**config.mk**
```make
export PLATFORM = sky130hd
export DESIGN_NAME = gzip_header_parser
export DESIGN_NICKNAME = d
export VERILOG_FILES = /design/src/rtl/core/gzhp_pkg.sv /design/src/rtl/core/gzhp_front.sv /design/src/rtl/core/gzhp_back.sv /design/src/rtl/core/gzip_header_parser.sv
export SDC_FILE = /design/constraint.sdc
export NUM_CORES = 1
export LEC_CHECK = 0
export BUFFER_PORTS_ARGS = -buffer_cell sky130_fd_sc_hd__buf_4
export CAP_MARGIN = 20
export CELL_PAD_IN_SITES_DETAIL_PLACEMENT = 1
export CELL_PAD_IN_SITES_GLOBAL_PLACEMENT = 1
export CORE_MARGIN = 5
export CORE_UTILIZATION = 45
export CTS_CLUSTER_SIZE = 12
export DETAILED_ROUTE_END_ITERATION = 10
export GPL_ROUTABILITY_DRIVEN = 0
export PLACE_DENSITY_LB_ADDON = 0.25
export SLEW_MARGIN = 20
export SYNTH_ARGS = -nofsm -noshare
export SYNTH_HDL_FRONTEND = slang
export SYNTH_SLANG_ARGS = --single-unit
```
**constraint.sdc**
```tcl
create_clock -name clk_i -period 4.3 [get_ports clk_i]
set_clock_uncertainty 0.05 [all_clocks]
set_input_delay 0.215 -clock clk_i [delete_from_list [all_inputs] [get_ports clk_i]]
set_output_delay 0.215 -clock clk_i [all_outputs]
set_load 0.02 [all_outputs]
```
**src/rtl/core/gzhp_pkg.sv**
```systemverilog
// ---------------------------------------------------------------------------
// gzhp_pkg: shared types and constants of the gzip header parser
// Byte classification record, result record, status codes and header constants.
// ---------------------------------------------------------------------------
package gzhp_pkg;

  localparam int unsigned POSITION_BITS = 16;
  localparam int unsigned LIMIT_BITS    = 16;
  localparam int unsigned QUEUE_DEPTH   = 4;
  localparam int unsigned QUEUE_PTR_W   = $clog2(QUEUE_DEPTH);
  localparam int unsigned QUEUE_CNT_W   = $clog2(QUEUE_DEPTH + 1);

  localparam logic [7:0]  MAGIC_FIRST      = 8'h1F;
  localparam logic [7:0]  MAGIC_SECOND     = 8'h8B;
  localparam logic [3:0]  METHOD_DEFLATE   = 4'd8;
  localparam logic [POSITION_BITS:0] FIXED_LEN = (POSITION_BITS + 1)'(10);
  localparam logic [LIMIT_BITS-1:0]  SCAN_LIMIT_RESET = LIMIT_BITS'(4096);

  localparam logic [1:0] STATUS_NOT_GZIP = 2'd0;
  localparam logic [1:0] STATUS_ACCEPT   = 2'd1;
  localparam logic [1:0] STATUS_REJECT   = 2'd2;

  typedef struct packed {
    logic [7:0] data;
    logic       last;
    logic       is_magic1;
    logic       is_magic2;
    logic       method_ok;
    logic       rsvd_ok;
    logic       is_zero;
  } item_t;

  typedef struct packed {
    logic [1:0]               status;
    logic [POSITION_BITS-1:0] length;
    logic [4:0]               flags;
  } result_t;

endpackage

```
**src/rtl/core/gzhp_front.sv**
```systemverilog
// ---------------------------------------------------------------------------
// gzhp_front: byte intake and classification
// Tags each accepted byte with its header checks and holds it in a short queue.
// ---------------------------------------------------------------------------
module gzhp_front (
  input  logic              clk_i,
  input  logic              rst_ni,
  input  logic              push_i,
  output logic              full_o,
  input  logic [7:0]        data_byte_i,
  input  logic              last_byte_i,
  output logic              item_valid_o,
  input  logic              item_take_i,
  output gzhp_pkg::item_t   item_o
);

  gzhp_pkg::item_t                         mem_q [gzhp_pkg::QUEUE_DEPTH];
  gzhp_pkg::item_t                         item_in;
  logic [gzhp_pkg::QUEUE_PTR_W-1:0]        wr_ptr_q, wr_ptr_d;
  logic [gzhp_pkg::QUEUE_PTR_W-1:0]        rd_ptr_q, rd_ptr_d;
  logic [gzhp_pkg::QUEUE_CNT_W-1:0]        cnt_q, cnt_d;
  logic                                    wr_en, rd_en;

  always_comb begin
    item_in.data      = data_byte_i;
    item_in.last      = last_byte_i;
    item_in.is_magic1 = (data_byte_i == gzhp_pkg::MAGIC_FIRST);
    item_in.is_magic2 = (data_byte_i == gzhp_pkg::MAGIC_SECOND);
    item_in.method_ok = (data_byte_i[3:0] == gzhp_pkg::METHOD_DEFLATE);
    item_in.rsvd_ok   = (data_byte_i[7:5] == 3'b000);
    item_in.is_zero   = (data_byte_i == 8'h00);
  end

  assign full_o       = (cnt_q == gzhp_pkg::QUEUE_CNT_W'(gzhp_pkg::QUEUE_DEPTH));
  assign item_valid_o = (cnt_q != '0);
  assign item_o       = mem_q[rd_ptr_q];
  assign wr_en        = push_i && !full_o;
  assign rd_en        = item_take_i && item_valid_o;

  always_comb begin
    wr_ptr_d = wr_en ? wr_ptr_q + 1'b1 : wr_ptr_q;
    rd_ptr_d = rd_en ? rd_ptr_q + 1'b1 : rd_ptr_q;
    cnt_d    = cnt_q;
    if (wr_en && !rd_en) begin
      cnt_d = cnt_q + 1'b1;
    end else if (!wr_en && rd_en) begin
      cnt_d = cnt_q - 1'b1;
    end
  end

  always_ff @(posedge clk_i or negedge rst_ni) begin
    if (!rst_ni) begin
      wr_ptr_q <= '0;
      rd_ptr_q <= '0;
      cnt_q    <= '0;
    end else begin
      wr_ptr_q <= wr_ptr_d;
      rd_ptr_q <= rd_ptr_d;
      cnt_q    <= cnt_d;
    end
  end

  always_ff @(posedge clk_i) begin
    if (wr_en) begin
      mem_q[wr_ptr_q] <= item_in;
    end
  end

endmodule

```
**src/rtl/core/gzhp_back.sv**
```systemverilog
// ---------------------------------------------------------------------------
// gzhp_back: header phase sequencer and result buffer
// Walks header fields one byte per cycle unless stalled; buffers each verdict.
// ---------------------------------------------------------------------------
module gzhp_back (
  input  logic                               clk_i,
  input  logic                               rst_ni,
  input  logic [gzhp_pkg::LIMIT_BITS-1:0]    scan_limit_i,
  input  logic                               item_valid_i,
  output logic                               item_take_o,
  input  gzhp_pkg::item_t                    item_i,
  output logic                               empty_o,
  input  logic                               pop_i,
  output gzhp_pkg::result_t                  result_o
);

  localparam logic [3:0] PH_MAGIC1  = 4'd0;
  localparam logic [3:0] PH_MAGIC2  = 4'd1;
  localparam logic [3:0] PH_METHOD  = 4'd2;
  localparam logic [3:0] PH_FLAGS   = 4'd3;
  localparam logic [3:0] PH_FIXED   = 4'd4;
  localparam logic [3:0] PH_XLEN_LO = 4'd5;
  localparam logic [3:0] PH_XLEN_HI = 4'd6;
  localparam logic [3:0] PH_EXTRA   = 4'd7;
  localparam logic [3:0] PH_NAME    = 4'd8;
  localparam logic [3:0] PH_COMMENT = 4'd9;
  localparam logic [3:0] PH_HCRC    = 4'd10;
  localparam logic [3:0] PH_NONE    = 4'd15;

  localparam int unsigned PB = gzhp_pkg::POSITION_BITS;

  logic [3:0]     phase_q, phase_d;
  logic [PB-1:0]  pos_q, pos_d;
  logic [15:0]    skip_q, skip_d;
  logic [4:0]     flags_q, flags_d;
  logic           verdict_q, verdict_d;

  gzhp_pkg::result_t res_mem_q [2];
  gzhp_pkg::result_t res_d;
  logic              res_wr;
  logic              res_rd;
  logic              res_wp_q, res_rp_q;
  logic [1:0]        res_cnt_q, res_cnt_d;

  logic [PB:0]    len;
  logic           proc;
  logic           decided;
  logic [1:0]     status;
  logic           complete;
  logic           from_valid;
  logic [3:0]     from_ph;
  logic [3:0]     nxt;
  logic [15:0]    skip_dec;

  assign proc        = item_valid_i && ((res_cnt_q != 2'd2) || pop_i);
  assign item_take_o = proc;
  assign len         = {1'b0, pos_q} + 1'b1;
  assign skip_dec    = skip_q - 1'b1;

  always_comb begin
    if (from_ph < PH_XLEN_LO && flags_q[2]) begin
      nxt = PH_XLEN_LO;
    end else if (from_ph < PH_NAME && flags_q[3]) begin
      nxt = PH_NAME;
    end else if (from_ph < PH_COMMENT && flags_q[4]) begin
      nxt = PH_COMMENT;
    end else if (from_ph < PH_HCRC && flags_q[1]) begin
      nxt = PH_HCRC;
    end else begin
      nxt = PH_NONE;
    end
  end

  always_comb begin
    phase_d    = phase_q;
    pos_d      = pos_q;
    skip_d     = skip_q;
    flags_d    = flags_q;
    verdict_d  = verdict_q;
    decided    = 1'b0;
    status     = gzhp_pkg::STATUS_NOT_GZIP;
    complete   = 1'b0;
    from_valid = 1'b0;
    from_ph    = PH_NONE;
    res_wr     = 1'b0;
    res_d      = '0;

    if (proc && !verdict_q) begin
      pos_d = (&pos_q) ? pos_q : pos_q + 1'b1;
      case (phase_q)
        PH_MAGIC1: begin
          if (!item_i.is_magic1) decided = 1'b1;
          else phase_d = PH_MAGIC2;
        end
        PH_MAGIC2: begin
          if (!item_i.is_magic2) decided = 1'b1;
          else phase_d = PH_METHOD;
        end
        PH_METHOD: begin
          if (!item_i.method_ok) decided = 1'b1;
          else phase_d = PH_FLAGS;
        end
        PH_FLAGS: begin
          if (!item_i.rsvd_ok) begin
            decided = 1'b1;
          end else begin
            flags_d = item_i.data[4:0];
            phase_d = PH_FIXED;
          end
        end
        PH_FIXED: begin
          if (len >= gzhp_pkg::FIXED_LEN) begin
            from_valid = 1'b1;
            from_ph    = PH_FIXED;
          end
        end
        PH_XLEN_LO: begin
          skip_d  = {8'h00, item_i.data};
          phase_d = PH_XLEN_HI;
        end
        PH_XLEN_HI: begin
          skip_d = {item_i.data, skip_q[7:0]};
          if (skip_d == 16'h0000) begin
            from_valid = 1'b1;
            from_ph    = PH_EXTRA;
          end else begin
            phase_d = PH_EXTRA;
          end
        end
        PH_EXTRA: begin
          skip_d = skip_dec;
          if (skip_dec == 16'h0000) begin
            from_valid = 1'b1;
            from_ph    = PH_EXTRA;
          end
        end
        PH_NAME: begin
          if (item_i.is_zero) begin
            from_valid = 1'b1;
            from_ph    = PH_NAME;
          end
        end
        PH_COMMENT: begin
          if (item_i.is_zero) begin
            from_valid = 1'b1;
            from_ph    = PH_COMMENT;
          end
        end
        PH_HCRC: begin
          skip_d = skip_dec;
          if (skip_dec == 16'h0000) complete = 1'b1;
        end
        default: begin
          decided = 1'b1;
        end
      endcase

      if (from_valid) begin
        if (nxt == PH_NONE) begin
          complete = 1'b1;
        end else begin
          phase_d = nxt;
          if (nxt == PH_HCRC) skip_d = 16'd2;
        end
      end

      if (!decided) begin
        if (len > {1'b0, scan_limit_i}) begin
          decided = 1'b1;
          status  = gzhp_pkg::STATUS_REJECT;
        end else if (complete) begin
          decided = 1'b1;
          status  = gzhp_pkg::STATUS_ACCEPT;
        end else if (item_i.last) begin
          decided = 1'b1;
          status  = (len < gzhp_pkg::FIXED_LEN) ? gzhp_pkg::STATUS_NOT_GZIP
                                                 : gzhp_pkg::STATUS_REJECT;
        end
      end

      if (decided) begin
        res_wr       = 1'b1;
        res_d.status = status;
        res_d.length = (status == gzhp_pkg::STATUS_ACCEPT) ? len[PB-1:0] : '0;
        res_d.flags  = (status == gzhp_pkg::STATUS_NOT_GZIP) ? 5'd0 : flags_d;
        verdict_d    = 1'b1;
      end
    end

    if (proc && item_i.last && (verdict_q || decided)) begin
      phase_d   = PH_MAGIC1;
      pos_d     = '0;
      skip_d    = '0;
      flags_d   = '0;
      verdict_d = 1'b0;
    end
  end

  assign empty_o  = (res_cnt_q == 2'd0);
  assign result_o = res_mem_q[res_rp_q];
  assign res_rd   = pop_i && !empty_o;

  always_comb begin
    res_cnt_d = res_cnt_q;
    if (res_wr && !res_rd) begin
      res_cnt_d = res_cnt_q + 1'b1;
    end else if (!res_wr && res_rd) begin
      res_cnt_d = res_cnt_q - 1'b1;
    end
  end

  always_ff @(posedge clk_i or negedge rst_ni) begin
    if (!rst_ni) begin
      phase_q   <= PH_MAGIC1;
      pos_q     <= '0;
      skip_q    <= '0;
      flags_q   <= '0;
      verdict_q <= 1'b0;
      res_wp_q  <= 1'b0;
      res_rp_q  <= 1'b0;
      res_cnt_q <= '0;
    end else begin
      phase_q   <= phase_d;
      pos_q     <= pos_d;
      skip_q    <= skip_d;
      flags_q   <= flags_d;
      verdict_q <= verdict_d;
      res_wp_q  <= res_wr ? !res_wp_q : res_wp_q;
      res_rp_q  <= res_rd ? !res_rp_q : res_rp_q;
      res_cnt_q <= res_cnt_d;
    end
  end

  always_ff @(posedge clk_i) begin
    if (res_wr) begin
      res_mem_q[res_wp_q] <= res_d;
    end
  end

  a_res_cnt_bound: assert property (@(posedge clk_i) disable iff (!rst_ni)
    res_cnt_q != 2'd3)
    else $error("result buffer count out of range");

  a_no_result_after_verdict: assert property (@(posedge clk_i) disable iff (!rst_ni)
    (proc && verdict_q) |-> !res_wr)
    else $error("result produced after verdict");

  a_status_legal: assert property (@(posedge clk_i) disable iff (!rst_ni)
    res_wr |-> ((res_d.status == gzhp_pkg::STATUS_NOT_GZIP) ||
                (res_d.status == gzhp_pkg::STATUS_ACCEPT) ||
                (res_d.status == gzhp_pkg::STATUS_REJECT)))
    else $error("illegal status code");

  a_length_only_on_accept: assert property (@(posedge clk_i) disable iff (!rst_ni)
    (res_wr && (res_d.status != gzhp_pkg::STATUS_ACCEPT)) |-> (res_d.length == '0))
    else $error("header length set without acceptance");

  a_verdict_clears_on_last: assert property (@(posedge clk_i) disable iff (!rst_ni)
    (proc && item_i.last) |=> !verdict_q)
    else $error("verdict not cleared at end of stream");

endmodule

```
**src/rtl/core/gzip_header_parser.sv**
```systemverilog
// ---------------------------------------------------------------------------
// gzip_header_parser: gzip member header checker
// Reads a byte stream and reports one verdict per stream on the header.
//
//   Channel  Handshake        Payload
//   input    push_i / full_o  data_byte_i, last_byte_i
//   result   empty_o / pop_i  status_o, hdr_len_o, header_flags_o
//   config   scan_limit_we_i  scan_limit_i
//
// One byte is taken per cycle unless full_o is high; a verdict enters the result
// buffer as its deciding byte leaves the intake queue, which registers each pushed
// byte. The phase sequencer sets the rate: one byte per cycle, unless results stall.
// Reset empties both queues and sets the scan limit to 4096.
// A stalled result side fills the result buffer, then the intake queue,
// after which full_o is raised.
// ---------------------------------------------------------------------------
module gzip_header_parser (
  input  logic                             clk_i,
  input  logic                             rst_ni,
  input  logic                             push_i,
  output logic                             full_o,
  input  logic [7:0]                       data_byte_i,
  input  logic                             last_byte_i,
  output logic                             empty_o,
  input  logic                             pop_i,
  output logic [1:0]                       status_o,
  output logic [15:0]                      hdr_len_o,
  output logic [4:0]                       header_flags_o,
  input  logic                             scan_limit_we_i,
  input  logic [gzhp_pkg::LIMIT_BITS-1:0]  scan_limit_i
);

  logic [gzhp_pkg::LIMIT_BITS-1:0] scan_limit_q;
  logic                            item_valid;
  logic                            item_take;
  gzhp_pkg::item_t                 item;
  gzhp_pkg::result_t               result;

  always_ff @(posedge clk_i or negedge rst_ni) begin
    if (!rst_ni) begin
      scan_limit_q <= gzhp_pkg::SCAN_LIMIT_RESET;
    end else if (scan_limit_we_i) begin
      scan_limit_q <= scan_limit_i;
    end
  end

  gzhp_front u_front (
    .clk_i        (clk_i),
    .rst_ni       (rst_ni),
    .push_i       (push_i),
    .full_o       (full_o),
    .data_byte_i  (data_byte_i),
    .last_byte_i  (last_byte_i),
    .item_valid_o (item_valid),
    .item_take_i  (item_take),
    .item_o       (item)
  );

  gzhp_back u_back (
    .clk_i        (clk_i),
    .rst_ni       (rst_ni),
    .scan_limit_i (scan_limit_q),
    .item_valid_i (item_valid),
    .item_take_o  (item_take),
    .item_i       (item),
    .empty_o      (empty_o),
    .pop_i        (pop_i),
    .result_o     (result)
  );

  assign status_o       = result.status;
  assign hdr_len_o      = result.length;
  assign header_flags_o = result.flags;

endmodule

```
==> flow_summary.json, run 1 <==
{
  "clockBufferDepth": 2,
  "antenna_cells": 0,
  "num_vias": 6762,
  "synthesis.nets": 868,
  "drtIter0Drc": 416,
  "relSlewSlack_pct": 35.1,
  "synth_top_cell_by_area": "edfxtp_1",
  "coreArea_um2": 20100,
  "instances_no_fill": 1179,
  "cts-htree-levels": 4,
  "maxSlewViolCount": 0,
  "detail-route-antenna-nets": 0,
  "first_pass_iters": 4,
  "syn-instance-count": 811,
  "p_leak_uw": 0.00439,
  "dp.cells": 1112,
  "vias_per_cell": 5.74,
  "start_util_pct": 45.3,
  "drive_gt1_share_pct": 23.1,
  "cts_made_buffers": 17,
  "hold_class": "in -> reg",
  "grt_max_degree": 70,
  "insertion_delay_ns": 0.44,
  "finalCritPeriodShare_pct": 98.6,
  "end_kind": "register",
  "grt_setup_unrepaired": "true",
  "synth_edf_count": 102,
  "synth_flop_cell": "edfxtp_1",
  "grt_pass1_vias": 7348,
  "cp_max_fo": 7,
  "track_usage_pct": 21.4,
  "layout_setup_ws_ns": 0.0619,
  "die_h_um": 152,
  "worstRegToRegCells": 16,
  "timing.critical_path.from_type": "register",
  "min_period_ns": 4.24,
  "num_rows": 52,
  "final_core_util_pct": 54.3,
  "reg2reg_from": "u_back.pos_q[1]",
  "final_hold_viol_count": 0,
  "async_reset_ff_share_pct": 40.4,
  "finalNetCount": 953,
  "min_delay_path_depth": 3,
  "grt_pass1_wl_mm": 40.0,
  "synth_top_cell_area_share_pct": 33.6,
  "yosysMostFrequentCell": "edfxtp_1",
  "hold_path_end": "scan_limit_q[1]",
  "hpwl_mm": 16.6,
  "drc": 0,
  "nFillCells": 2120,
  "yosys_warnings": 0,
  "cts_tree": "done",
  "ys_types": 71,
  "syn_avg_cell_area_um2": 11.2,
  "dieArea_um2": 23200,
  "antenna_found_initial": 0,
  "overflow": 0,
  "maxCapViolCount": 0,
  "dp_slack_ns": -0.115,
  "ios": 55,
  "area_growth_pct": 19.8,
  "timing.rr.end": "u_back.res_cnt_q[1]",
  "portBuffers": 54,
  "synthTopCellsByArea": "edfxtp_1 (34%), dfrtp_1 (19%), ha_1 (3.6%)",
  "finalSetupViolCount": 0,
  "outcome": "finished clean",
  "cts_root_buffer": "clkbuf_16",
  "post_dp_cell_area_um2": 9820,
  "dieWidth_um": 152,
  "ir_drop_uv": 381,
  "post_drt_wl_per_cell_um": 21.2,
  "tightest_slew_ns": 0.973,
  "crit_required_ns": 4.59,
  "wl_mm": 25.0,
  "stdcell_area_um2": 10900,
  "synth_common_cells": "edfxtp_1 (102), nor2_1 (74), dfrtp_1 (68)",
  "fmax_ghz": 0.236,
  "syn_area_um2": 9100,
  "hp-start": "scan_limit_we_i",
  "ys_seq_area_share_pct": 52.6,
  "cts.sinks": 171,
  "p_per_area_nw_per_um2": 581,
  "critPathKind": "reg -> reg",
  "synth-seq-cells": 171,
  "path_clk_slew_ns": 0.07,
  "r2r_slack_ns": 0.06,
  "crit_arrival_ns": 4.53
}
-- what timing repair did --
| action | CTS | global route |
|---|---|---|
| pin swaps | 3 | 13 |
| endpoints found under the hold margin | 120 | 0 |
| setup buffers | 0 | 9 |
| hold buffers | 26 | 0 |
| gates resized for setup | 14 | 21 |
| setup endpoints to repair | 48 | 48 |
-- cells by family (layout without fill, tap and decap cells) --
logic type	Yosys count	count (layout)	share of synthesized area (%)
compound gates	136	136	10.0
xor+xnor	46	46	4.43
fa+ha+maj	27	27	3.79
buf+inv	84	182	3.88
flops	171	171	52.6
mux	53	53	8.11
simple gates	294	294	17.1
-- area by class of cell --
class	instances	area, um2	area share (%)
flip-flops and latches	171	4800	44.0
clock buffers	18	429	3.93
repair buffers	115	932	8.54
well taps	270	338	3.10
inverters	35	131	1.20
multi-input cells	556	4110	37.7
clock inverters	14	170	1.56
-- worst max path at each step --
stage	from	end	slack [ns]	cells past startpoint
6_report	u_back.pos_q[1]	u_back.res_cnt_q[1]	0.06	16
5_1_grt	u_back.pos_q[1]	u_back.res_cnt_q[1]	-0.06	16
4_1_cts	u_back.pos_q[1]	u_back.res_cnt_q[1]	0.0003	18
3_5_place_dp	u_back.pos_q[1]	u_back.res_cnt_q[1]	-0.11	16
3_3_place_gp	u_back.pos_q[1]	u_back.res_cnt_q[1]	0.22	15
2_1_floorplan	u_back.pos_q[0]	u_back.res_mem_q[1][0]	0.004	14
-- registers in the layout, indices dropped and copies added, names as in the netlist --
name / count
u_front.mem_q: 56
u_back.res_mem_q: 46
scan_limit_q: 16
u_back.pos_q: 16
u_back.skip_q: 16
u_back.flags_q: 5
u_back.phase_q: 4
u_front.cnt_q: 3
u_back.res_cnt_q: 2
u_front.rd_ptr_q: 2
u_front.wr_ptr_q: 2
u_back.res_rp_q: 1
u_back.res_wp_q: 1
u_back.verdict_q: 1
-- through the flow --
step	hold slack, ns	power (uW)	setup TNS [ns]
after floorplan	-0.131	3890	0
after global placement	0.359	4610	0
after detailed placement	0.370	4730	-1.65
after CTS	0.0972	6330	0
after global routing	0.128	6670	-0.702
final	0.120	6340	0
-- critical path: stages (launching register included) --
cell and delay [ns]:
dfrtp_2 0.44, ha_4 0.17, nand3_4 0.11, nor4_4 0.33, xor2_1 0.22, ha_1 0.32
a2111oi_4 0.42, o21ai_2 0.13, a211oi_2 0.19, o31ai_1 0.11, a31o_2 0.31, nand3b_1 0.20
o31a_2 0.41, ha_2 0.20, xor2_1 0.14, nor2_1 0.17, xor2_1 0.22
-- per-layer routing --
metal  track usage [%]  share of wire, %  vias to the layer above
li1                  -                 -                     3130
met1              27.1                42                     3407
met2              36.6                51                      177
met3              4.23               4.4                       48
met4              7.28               2.7                        0
met5                 0                 0                        -
-- power breakdown --
group	switching [uW]	internal, uW	leakage [uW]
Sequential	251	2170	0.00187
Combinational	1430	939	0.00222
Clock	724	833	0.000294
-- cells in the final DEF, fill, tap and decap left out, types with 4 or more instances in the layout --
cell / n
edfxtp_1: 102
buf_4: 88
nor2_1: 72
nand2_1: 62
dfrtp_1: 62
o21ai_0: 43
inv_1: 35
a21oi_1: 31
mux2_2: 26
dlygate4sd3_1: 26
nor3_1: 25
xor2_1: 24
ha_1: 23
nand3_1: 20
xnor2_1: 20
clkbuf_16: 17
mux4_2: 14
nor2b_1: 14
mux2i_1: 13
nand4_1: 11
and2_1: 11
nor4_1: 10
nand2b_1: 9
nor2b_2: 8
or3_1: 7
a22oi_1: 7
a221o_1: 7
and3_1: 6
nor3b_1: 6
dfrtp_2: 6
a211oi_1: 5
inv_6: 5
nor4_4: 4
o211ai_1: 4
No activity file was read; power rests on OpenSTA's default activity.
==> run 2, diff against run 1 <==
Settings changed: ABC_AREA from default to 1, CORE_UTILIZATION 45 to 42.
==> flow_summary.json, run 2 <==
{
  "timing.critical_path.from_type": "register",
  "tightest_slew_ns": 0.971,
  "synthesis.nets": 1109,
  "combPwrFrac_pct": 42.7,
  "crit_path_frequent_cell": "nand2_1",
  "p_per_area_nw_per_um2": 622,
  "cts-htree-levels": 4,
  "cell_internal_pwr_uw": 3850,
  "area_growth_pct": 17.6,
  "fmax_ghz": 0.254,
  "synthTopCellsByArea": "edfxtp_1 (34%), dfrtp_1 (19%), nand2_1 (12%)",
  "yosysMostFrequentCell": "nand2_1",
  "hp-start": "scan_limit_we_i",
  "layout_commonest_cell": "nand2_1",
  "maxCapViolCount": 0,
  "regMostFlops": "u_front.mem_q",
  "post_drt_wl_per_cell_um": 17.7,
  "setup_tns_ns": 0,
  "grt_max_degree": 70,
  "stdcell_area_um2": 10700,
  "grt_pass1_vias": 8025,
  "dieWidth_um": 157,
  "syn-instance-count": 1052,
  "timing.rr.end": "u_back.res_cnt_q[1]",
  "insertion_delay_ns": 0.43,
  "antenna_found_initial": 0,
  "start_util_pct": 43.0,
  "switching_share_pct": 42.1,
  "drc": 0,
  "synth_common_cells": "nand2_1 (298), inv_1 (118), nor2_1 (114)",
  "wl_mm": 25.2,
  "hpwl_mm": 18.1,
  "cp_cell_sequence": "ha_1 -> nand2_2 -> nor2_4 -> nand3_1 -> nand2_1 -> nand2_1 -> inv_1 -> ha_1 -> a31oi_1 -> o21a_1 -> o21ai_0 -> a21oi_1 -> o21ai_0 -> o31ai_1 -> buf_4 -> nand2_1 -> inv_1 -> nand4_1 -> nand2_1 -> inv_1 -> ha_1 -> a21oi_1 -> o21ai_0 -> xor2_1",
  "p_leak_uw": 0.00472,
  "fin_hold_ws_ns": 0.106,
  "critPathLaunch": "u_back.pos_q[0]",
  "ios": 55,
  "drtIter0Drc": 575,
  "min_period_ns": 3.93,
  "critPathKind": "reg -> reg",
  "relSlewSlack_pct": 35.3,
  "synth-seq-cells": 171,
  "p_seq_share_pct": 35.5,
  "crit_required_ns": 4.56,
  "crit_arrival_ns": 4.20,
  "portBuffers": 54,
  "cp_max_fo": 6,
  "grt_setup_unrepaired": "false",
  "largestRegisters": "u_front.mem_q x56, u_back.res_mem_q x46",
  "post_dp_cell_area_um2": 9890,
  "synth_top_family_by_area": "simple AND/OR/NAND/NOR gates",
  "track_usage_pct": 21.2,
  "layout_setup_ws_ns": 0.366,
  "yosys_warnings": 0,
  "critPathSlowestCell": "dfrtp_2",
  "syn_avg_cell_area_um2": 8.65,
  "final_cell_mix": "nand2_1 (298), inv_1 (118), nor2_1 (112)",
  "yosys.area_share.simple_pct": 26.3,
  "dieArea_um2": 24700,
  "antenna_cells": 0,
  "synthXorXnorAreaFrac_pct": 0.963,
  "finalNetCount": 1199,
  "cts_tree": "done",
  "dp_slack_ns": 0.393,
  "synthAdderAreaFrac_pct": 3.80,
  "clockBufferDepth": 2,
  "hold_path_end": "scan_limit_q[12]",
  "num_vias": 7715,
  "overflow": 0,
  "p_clk_share_pct": 21.8,
  "hold_class": "in -> reg",
  "end_kind": "register",
  "critPathMaxStageDelay_ns": 0.46,
  "synth_compound_area_share_pct": 9.38,
  "syn_area_um2": 9100,
  "synthMuxAreaShare_pct": 0.248,
  "min_delay_path_depth": 3,
  "cts.sinks": 171,
  "coreArea_um2": 21200,
  "finalSetupViolCount": 0,
  "largest_reg_flops": 56,
  "num_rows": 53,
  "first_pass_iters": 5,
  "p_switching_uw": 2800,
  "die_h_um": 157,
  "final_hold_viol_count": 0,
  "outcome": "finished clean",
  "reg2reg_from": "u_back.pos_q[0]",
  "path_clk_slew_ns": 0.07,
  "worstRegToRegCells": 24,
  "synth_flop_cell": "edfxtp_1",
  "async_reset_ff_share_pct": 40.4,
  "cts_root_buffer": "clkbuf_16",
  "detail-route-antenna-nets": 0,
  "cts_made_buffers": 17,
  "ir_drop_uv": 434,
  "drive_gt1_share_pct": 12.6,
  "synth_edf_count": 102,
  "final_core_util_pct": 50.5,
  "r2r_slack_ns": 0.37,
  "finalCritPeriodShare_pct": 91.5,
  "ys_seq_area_share_pct": 52.7,
  "maxSlewViolCount": 0,
  "synth_top_cell_area_share_pct": 33.7,
  "ys_types": 51,
  "grt_pass1_wl_mm": 41.5,
  "synth_top_cell_by_area": "edfxtp_1",
  "vias_per_cell": 5.40
}
[run 2: cell types whose count changed after synthesis, moves of 13 or more]
cell / delta
nor3_1: -21
nand2_1: +236
mux2_2: -24
nor2_1: +40
nand3_1: +44
nand4_1: +18
mux4_2: -14
inv_1: +83
xnor2_1: -17
o21ai_0: +24
xor2_1: -19
nor2b_1: -15
mux2i_1: -13
[run 2: how the worst max path moves through the flow]
stage | cells past startpoint | slack [ns] | end
2_1_floorplan | 21 | 0.48 | u_back.res_mem_q[1][0]
3_3_place_gp | 23 | 0.64 | u_back.res_cnt_q[1]
3_5_place_dp | 23 | 0.39 | u_back.res_cnt_q[1]
4_1_cts | 23 | 0.36 | u_back.res_cnt_q[1]
5_1_grt | 23 | 0.04 | u_back.res_cnt_q[1]
6_report | 24 | 0.37 | u_back.res_cnt_q[1]
[run 2: area by class of cell]
type                    instances  area [um2]
flip-flops and latches        171        4790
multi-input cells             728        3710
clock inverters                13         106
clock buffers                  19         433
inverters                     123         462
repair buffers                101         848
fillers                      2481       10500
well taps                     275         344
[run 2: repair_timing]
item	CTS	global route
resized for setup	0	1
hold buffers	26	0
endpoints found under the hold margin	120	0
setup buffers	0	0
endpoints found under the setup margin	0	1
[run 2: layer usage]
metal,global-route usage (%),vias up,part of all wire (%),wire length [um]
li1,-,3705,-,-
met5,0,-,0,0
met4,5.28,0,0.99,249
met3,2.53,22,3.4,847
met1,29.1,3845,47,11900
met2,36.0,143,49,12300
[run 2: per-stage QoR]
stage               power (uW)  cells
CTS                       6700   1430
finish                    6650   1430
floorplan                 4100   1052
detailed placement        5220   1372
global route              7090   1430
global placement          5130   1372
[run 2: cell families (layout without fill, tap and decap cells)]
kind of cell	Yosys count	after routing
fa+ha+maj	27	27
buf+inv	153	256
mux	2	2
simple gates	549	549
compound gates	140	140
xor+xnor	10	10
flops	171	171
[run 2: power groups by stage]
stage	clock, uW	combinational (uW)	sequential [uW]
2_1_floorplan	0	1750	2360
3_3_place_gp	0	2750	2370
3_5_place_dp	0	2830	2390
4_1_cts	1470	2870	2360
5_1_grt	1550	3140	2400
6_report	1450	2840	2360
[run 2: critical path, delay by kind of cell (launching register included)]
kind	cells	cell delay, ns
adders and majority gates	3	0.90
AOI/OAI and AO/OA	8	1.05
xor gates and xnor gates	1	0.15
and+or+nand+nor	8	0.80
DFF	1	0.46
buffers and inverters	4	0.41
==> run 3, diff against run 2 <==
Settings changed: CORE_UTILIZATION 42 to 45, PLACE_DENSITY from default to 0.81, PLACE_DENSITY_LB_ADDON 0.25 to default, SKIP_CTS_REPAIR_TIMING from default to 1.
Clock period 4.3 ns to 4.6 ns, I/O delays scaled along.
==> flow_summary.json, run 3 (synthesis gave the netlist of run 2 again) <==
{
  "outcome": "complete, but fails checks",
  "violations": "hold timing",
  "largestRegisters": "u_front.mem_q x56, u_back.res_mem_q x46",
  "insertion_delay_ns": 0.44,
  "overflow": 0,
  "cp_max_fo": 6,
  "detail-route-antenna-nets": 0,
  "drtIter0Drc": 530,
  "regMostFlops": "u_front.mem_q",
  "tightest_slew_ns": 0.970,
  "p_leak_uw": 0.00469,
  "crit_arrival_ns": 4.37,
  "fmax_ghz": 0.243,
  "setup_tns_ns": 0,
  "ios": 55,
  "coreArea_um2": 20000,
  "cp_cell_sequence": "ha_1 -> nand2_2 -> nor2_4 -> nand4_1 -> nand2_1 -> inv_1 -> ha_1 -> nand2_1 -> nor2_1 -> nand4_1 -> o31ai_1 -> nand2_1 -> inv_1 -> nand4_1 -> nand2_1 -> inv_1 -> ha_1 -> a21oi_1 -> o21ai_0 -> xor2_1",
  "min_period_ns": 4.11,
  "drive_gt1_share_pct": 12.3,
  "cts_tree": "done",
  "critPathMaxStageDelay_ns": 0.64,
  "die_h_um": 152,
  "timing.critical_path.from_type": "register",
  "path_clk_slew_ns": 0.08,
  "cts_made_buffers": 17,
  "wl_mm": 25.6,
  "first_pass_iters": 5,
  "p_per_area_nw_per_um2": 588,
  "critPathSlowestCell": "o31ai_1",
  "clockBufferDepth": 2,
  "end_kind": "register",
  "finalCritPeriodShare_pct": 89.4,
  "hpwl_mm": 17.9,
  "ir_drop_uv": 405,
  "track_usage_pct": 21.9,
  "antenna_cells": 0,
  "cts_root_buffer": "clkbuf_16",
  "final_hold_viol_count": 3,
  "grt_max_degree": 70,
  "cts.sinks": 171,
  "antenna_found_initial": 0,
  "grt_pass1_vias": 7904,
  "finalSetupViolCount": 0,
  "maxCapViolCount": 0,
  "dieWidth_um": 152,
  "final_cell_mix": "nand2_1 (298), inv_1 (118), nor2_1 (112)",
  "num_vias": 7728,
  "layout_commonest_cell": "nand2_1",
  "crit_required_ns": 4.86,
  "post_drt_wl_per_cell_um": 18.1,
  "finalNetCount": 1190,
  "num_rows": 52,
  "cts-htree-levels": 4,
  "portBuffers": 54,
  "relSlewSlack_pct": 35.4,
  "largest_reg_flops": 56,
  "final_core_util_pct": 53.0,
  "grt_pass1_wl_mm": 41.0,
  "drc": 0,
  "fin_hold_ws_ns": -0.0318,
  "start_util_pct": 45.4,
  "hold_class": "in -> reg",
  "crit_path_frequent_cell": "nand2_1",
  "dieArea_um2": 23200,
  "critPathKind": "reg -> reg",
  "vias_per_cell": 5.46,
  "maxSlewViolCount": 0,
  "grt_setup_unrepaired": "false",
  "area_growth_pct": 16.8
}
==> run 3: power by group <==
group	internal (uW)	leakage (uW)	total (uW)	switching (uW)
registers	2050	0.00186	2240	189
logic	777	0.00256	2580	1800
clock network	726	0.000278	1430	700
total	3560	0.00469	6250	2690
==> run 3: per-stage QoR <==
stage,cells,worst slack [ns],power (uW),instance area (um2),hold WS [ns]
4_1_cts,1393,0.515,6260,10400,-0.0858
2_1_floorplan,1052,0.776,3830,9100,-0.116
3_5_place_dp,1361,0.531,4810,9820,0.391
5_1_grt,1416,0.215,6640,10600,0.0000769
3_3_place_gp,1361,0.792,4700,9820,0.384
6_report,1416,0.489,6250,10600,-0.0318
==> run 3: worst max-delay path, delay by kind of cell (launching register included) <==
kind | cells | cell delay, ns
xor gates and xnor gates | 1 | 0.17
AOI/OAI and AO/OA | 3 | 0.87
buffers and inverters | 3 | 0.26
adders and majority gates | 3 | 0.92
DFF | 1 | 0.47
and+or+nand+nor | 10 | 1.24
==> run 3: path summary, 6_finish.rpt <==
kind	from	cells after the start	to	slack (ns)
max in group asynchronous	rst_ni	2	u_back.flags_q[0]	3.42
max reg2reg	u_back.pos_q[0]	20	u_back.res_cnt_q[1]	0.49
min	scan_limit_i[9]	3	scan_limit_q[9]	-0.03
max	u_back.pos_q[0]	20	u_back.res_cnt_q[1]	0.49
min in group asynchronous	rst_ni	2	scan_limit_q[11]	0.42
min reg2reg	u_back.flags_q[2]	2	u_back.flags_q[2]	0.48
==> run 3: per-layer routing <==
| metal | wire (um) | GRT usage [%] | vias up |
|---|---|---|---|
| met4 | 361 | 5.99 | 0 |
| met2 | 12800 | 37.7 | 170 |
| met3 | 916 | 3.35 | 27 |
| li1 | - | - | 3686 |
| met1 | 11600 | 29.0 | 3845 |
| met5 | 0 | 0 | - |
==> run 3: cell type report <==
class	count	area [um2]
Clock inverter	14	153
Timing Repair Buffer	92	748
Clock buffer	18	429
Tap cell	270	338
Sequential cell	171	4790
Multi-Input combinational cell	728	3710
Inverter	123	462
Fill cell	2403	9410
